<file path="src/thermo_pkg.sv">
package thermo_pkg;

  localparam int DIVW = 68;
  localparam int RQW = 48;
  localparam int TQW = 13;
  localparam logic [31:0] LN2_Q32 = 32'd2977044472;

  localparam logic [1:0] CFG_SET_TEMP = 2'd0;
  localparam logic [1:0] CFG_COEFF_A = 2'd1;
  localparam logic [1:0] CFG_COEFF_B = 2'd2;
  localparam logic [1:0] CFG_COEFF_C = 2'd3;

  localparam logic signed [12:0] T_MAX = 13'sd4095;
  localparam logic signed [12:0] T_MIN = -13'sd4096;

  typedef struct packed {
    logic load;
    logic div_step;
    logic r_load;
    logic norm_step;
    logic sq_load;
    logic sq_step;
    logic mul_ln;
    logic mul_sq;
    logic mul_cu;
    logic mul_pc;
    logic sum;
    logic t_init;
    logic fin;
  } thermo_cmd_t;

  typedef struct packed {
    logic norm_done;
    logic out_free;
  } thermo_sts_t;

endpackage

</file>
<file path="src/thermo_ctrl.sv">
module thermo_ctrl (
  input  logic                   clk,
  input  logic                   rst_n,
  input  logic                   in_valid,
  output logic                   in_stall,
  input  thermo_pkg::thermo_sts_t sts,
  output thermo_pkg::thermo_cmd_t cmd
);

  typedef enum logic [12:0] {
    S_IDLE  = 13'b0000000000001,
    S_RDIV  = 13'b0000000000010,
    S_RLOAD = 13'b0000000000100,
    S_NORM  = 13'b0000000001000,
    S_SQ    = 13'b0000000010000,
    S_LN    = 13'b0000000100000,
    S_SQR   = 13'b0000001000000,
    S_CUB   = 13'b0000010000000,
    S_PCM   = 13'b0000100000000,
    S_SUM   = 13'b0001000000000,
    S_TINIT = 13'b0010000000000,
    S_TDIV  = 13'b0100000000000,
    S_FIN   = 13'b1000000000000
  } state_t;

  state_t     state_r, state_nxt;
  logic [5:0] cnt_r, cnt_nxt;

  assign in_stall = (state_r != S_IDLE);

  always_comb begin
    state_nxt = state_r;
    cnt_nxt   = cnt_r;
    cmd       = '0;
    case (state_r)
      S_IDLE: begin
        if (in_valid) begin
          cmd.load  = 1'b1;
          cnt_nxt   = '0;
          state_nxt = S_RDIV;
        end
      end
      S_RDIV: begin
        cmd.div_step = 1'b1;
        cnt_nxt      = cnt_r + 6'd1;
        if (cnt_r == 6'(thermo_pkg::RQW - 1)) begin
          state_nxt = S_RLOAD;
        end
      end
      S_RLOAD: begin
        cmd.r_load = 1'b1;
        state_nxt  = S_NORM;
      end
      S_NORM: begin
        if (sts.norm_done) begin
          cmd.sq_load = 1'b1;
          cnt_nxt     = '0;
          state_nxt   = S_SQ;
        end else begin
          cmd.norm_step = 1'b1;
        end
      end
      S_SQ: begin
        cmd.sq_step = 1'b1;
        cnt_nxt     = cnt_r + 6'd1;
        if (cnt_r == 6'd23) begin
          state_nxt = S_LN;
        end
      end
      S_LN: begin
        cmd.mul_ln = 1'b1;
        state_nxt  = S_SQR;
      end
      S_SQR: begin
        cmd.mul_sq = 1'b1;
        state_nxt  = S_CUB;
      end
      S_CUB: begin
        cmd.mul_cu = 1'b1;
        state_nxt  = S_PCM;
      end
      S_PCM: begin
        cmd.mul_pc = 1'b1;
        state_nxt  = S_SUM;
      end
      S_SUM: begin
        cmd.sum   = 1'b1;
        state_nxt = S_TINIT;
      end
      S_TINIT: begin
        cmd.t_init = 1'b1;
        cnt_nxt    = '0;
        state_nxt  = S_TDIV;
      end
      S_TDIV: begin
        cmd.div_step = 1'b1;
        cnt_nxt      = cnt_r + 6'd1;
        if (cnt_r == 6'(thermo_pkg::TQW - 1)) begin
          state_nxt = S_FIN;
        end
      end
      S_FIN: begin
        if (sts.out_free) begin
          cmd.fin   = 1'b1;
          state_nxt = S_IDLE;
        end
      end
      default: begin
        state_nxt = S_IDLE;
      end
    endcase
  end

  always_ff @(posedge clk) begin
    if (!rst_n) begin
      state_r <= S_IDLE;
      cnt_r   <= '0;
    end else begin
      state_r <= state_nxt;
      cnt_r   <= cnt_nxt;
    end
  end

  a_tdiv_cnt: assert property (@(posedge clk) disable iff (!rst_n)
    state_r == S_TDIV |-> cnt_r < 6'(thermo_pkg::TQW))
    else $error("quotient step count overran");

  a_fin_free: assert property (@(posedge clk) disable iff (!rst_n)
    state_r == S_FIN && sts.out_free |=> state_r == S_IDLE)
    else $error("result not handed over");

  a_load_idle: assert property (@(posedge clk) disable iff (!rst_n)
    cmd.load |=> state_r == S_RDIV && cnt_r == 6'd0)
    else $error("divide did not start after load");

endmodule

</file>
<file path="config.mk">
export PLATFORM = sky130hd
export DESIGN_NAME = thermo_ctrl
export DESIGN_NICKNAME = d
export VERILOG_FILES = /design/src/thermo_pkg.sv /design/src/thermo_ctrl.sv
export SDC_FILE = /design/constraint.sdc
export NUM_CORES = 1
export LEC_CHECK = 0
export BUFFER_PORTS_ARGS = -buffer_cell sky130_fd_sc_hd__buf_4
export CORE_MARGIN = 8
export CORE_UTILIZATION = 55
export CTS_BUF_LIST = sky130_fd_sc_hd__clkbuf_16
export DETAILED_ROUTE_END_ITERATION = 12
export GPL_TIMING_DRIVEN = 0
export PLACE_DENSITY = 0.76
export SETUP_SLACK_MARGIN = 0.4
export SLEW_MARGIN = 15
export SYNTH_ARGS = -nofsm -noshare
export SYNTH_HDL_FRONTEND = slang
export SYNTH_SLANG_ARGS = --single-unit
</file>
<file path="constraint.sdc">
create_clock -name clk -period 2.25 [get_ports clk]
set_input_delay 0.225 -clock clk [delete_from_list [all_inputs] [get_ports clk]]
set_output_delay 0.225 -clock clk [all_outputs]
set_load 0.02 [all_outputs]
</file>
==> run metrics <==
die height between 60 and 70 um; worst path required time 2.03 ns; Placed Area 1480 um2; crit path kind register to output pin; hpwl dp around 2.3 mm; Slew Limit Fails 0; RSZ-0062 raised after global routing yes; status finished with violations; cts hold-fix bufs 0; slew at the pin closest to its max-slew limit 0.519 ns; Num CTS Buffers 3; Peak VDD IR 0.642 mV; most instantiated cells after synthesis dfxtp_1 (19), nor2_1 (9), nand2_1 (8), nor3_1 (8), o21ai_0 (7); Final Wtd Congestion approximately 0.9; number of diodes 0; number of max-cap violations 0; post-route cell area around 2000 um2; placeable core area ~2200 um2; cells after synthesis between 100 and 150; filler instances 92; drc violations 0; Synth area leaders dfxtp_1 (31%), and4b_1 (3.2%), nor3_1 (3.2%); Initial Util a little under three fifths; vias per cell about 6.6; Internal between 0.0006 and 0.0007 W; dpl cells 190; syn nets about 150; Sw Ratio between 20 and 30%; largest net degree at the start of global routing 11; Final Critical Period approximately 2.3 ns; Post-DRT Antenna Nets 0; post-synth cell types 48; CP Launch Type register; Final WS setup -0.0495 ns; DRT Pass-1 Iters 4; Clock Sinks 19; DRT Wirelength approximately 4.7 mm; CTS H-Tree Depth 1; Max-slew headroom around two thirds; largest area contributor in the netlist dfxtp_1; Post-Synthesis Cell Area ~1200 um2; num ports 19; critical path endpoint category output pin; area of the multi-input gates 958 um2; leakage 0.841 nW; skew final between 0.003 and 0.004 ns; dominant synthesized flop cell dfxtp_1; Clock Tree Buf Depth 2; total die area 4020 um2; setup TNS -0.161 ns; Avg Cell Area, Syn 8.58 um2; Overflow after GRT 0; register area ~400 um2; top-count cell post-synth dfxtp_1; total power draw 0.000988 W; Clk pwr share 38.1%; number of synthesized flops with an enable pin 0; Clk pin slew, worst setup/hold paths roughly 0.060 ns; power density over the cells 503 nW/um2; detailed-route via count 1,454; final hold violations 0; failing checks setup timing; Yosys reg bits 19; per-cell routed wire length 21.0 um; setup violators final 6; Die Span X 63.4 um; first-pass GRT wire length around 6.6 mm; row count 17; initial antenna violation count 0; yosys warns 0; Fmax 0.435 GHz; 1st-iter DRT viols 81; Synth async-reset ratio 0%; switching power approximately 0.0003 W; fin crit share 102%; Min-Delay Path Class input port to register; CP max FO 5; Comb power frac a little over a quarter; sequential element share of the synthesized area a little under a third; share of power burned in registers around a third; area delta synth->final 59.0%; PortBufs 18; Total Routing Usage GR 20.3%; Synth top area share a little under a third; NumNets Final ~200; vias in the first global route about 1,400; Hold WS 0.243 ns; clk_lat worst skew about 0.26 ns; CP arrival 2.07 ns; CTS tree yes; layout cells sized above 1 51.3%; CTS root buf clkbuf_16; Final Instance Count excl. Fillers 221
[final cells by class]
cell class / instances / area share [%]
plain buffers: 8 / 4.14
multi-input cells: 111 / 48.8
clock inverters: 1 / 0.191
flip-flops and latches: 19 / 20.0
inverters: 6 / 1.15
clock buffers: 3 / 3.82
well taps: 28 / 1.78
repair buffers: 45 / 20.1
[power groups by stage]
| stage | logic [W] | clock network (W) | registers [W] |
|---|---|---|---|
| after floorplan | 0.000137 | 0 | 0.000353 |
| after global placement | 0.000180 | 0 | 0.000353 |
| after detailed placement | 0.000183 | 0 | 0.000354 |
| after CTS | 0.000228 | 0.000366 | 0.000344 |
| after global routing | 0.000281 | 0.000386 | 0.000345 |
| final | 0.000268 | 0.000376 | 0.000344 |
[cell families (layout without fill, tap and decap cells)]
kind of cell               Yosys count  after routing  synth area share [%]
and+or+nand+nor                     77             77                  40.4
AOI/OAI and AO/OA                   29             29                  16.7
DFF                                 19             19                  30.8
buffers and inverters               14             63                  7.90
xor gates and xnor gates             3              3                  2.13
adders and majority gates            2              2                  2.03
[registers in the layout, indices dropped and copies added (netlist names)]
signal / cells
cnt_r: 6
state_r: 13
[what timing repair did]
action                     in CTS  in global routing
setup buffers                  20                  7
setup endpoints to repair      32                 33
pin swaps                      15                  8
resized for setup              31                 19
[cell usage in the layout (no fill, tap or decap), types with 4 or more instances in the layout]
| master | netlist | layout |
|---|---|---|
| inv_1 | 6 | 7 |
| nor2_1 | 9 | 5 |
| nand3_1 | 5 | 4 |
| dfxtp_1 | 19 | 13 |
| and3_1 | 6 | 6 |
| a21oi_1 | 5 | 4 |
| buf_4 | 0 | 30 |
| dfxtp_2 | 0 | 4 |
| nand2_1 | 8 | 5 |
| buf_6 | 2 | 18 |
| nor3_1 | 8 | 7 |
| nor4_4 | 1 | 4 |
| o21ai_0 | 7 | 4 |
| o21ai_1 | 2 | 4 |
[metal layers]
metal,track usage (%),vias to the layer above,part of all wire (%)
met2,33.1,94,47
met3,6.18,26,7.9
met1,24.0,691,41
met5,0,-,0
met4,8.64,0,4.0
li1,-,643,-
[through the flow]
stage	util [%]	setup slack (ns)
after CTS	84.7	0.00739
after floorplan	-	0.0767
after global routing	90.5	-0.102
after detailed placement	68.4	-0.0508
after global placement	68.4	-0.0111
final	90.5	-0.0495
[critical path: stages (launching register included)]
cell,delay (ns)
dfxtp_4,0.34
or4_4,0.59
nor3_4,0.30
nand4b_1,0.26
nor2_4,0.18
buf_6,0.13
[worst paths after layout]
check,to,slack (ns),depth (start not counted),from
setup / recovery,cmd[12],-0.05,5,state_r[9]$_SDFFE_PN0P_
hold / removal,state_r[0]$_SDFFE_PN1P_,0.24,2,in_valid
setup reg to reg,cnt_r[3]$_SDFFE_PN0P_,-0.04,7,state_r[9]$_SDFFE_PN0P_
hold reg to reg,cnt_r[1]$_SDFFE_PN0P_,0.52,2,cnt_r[1]$_SDFFE_PN0P_
Note: power is estimated with default switching activity, not from simulation.
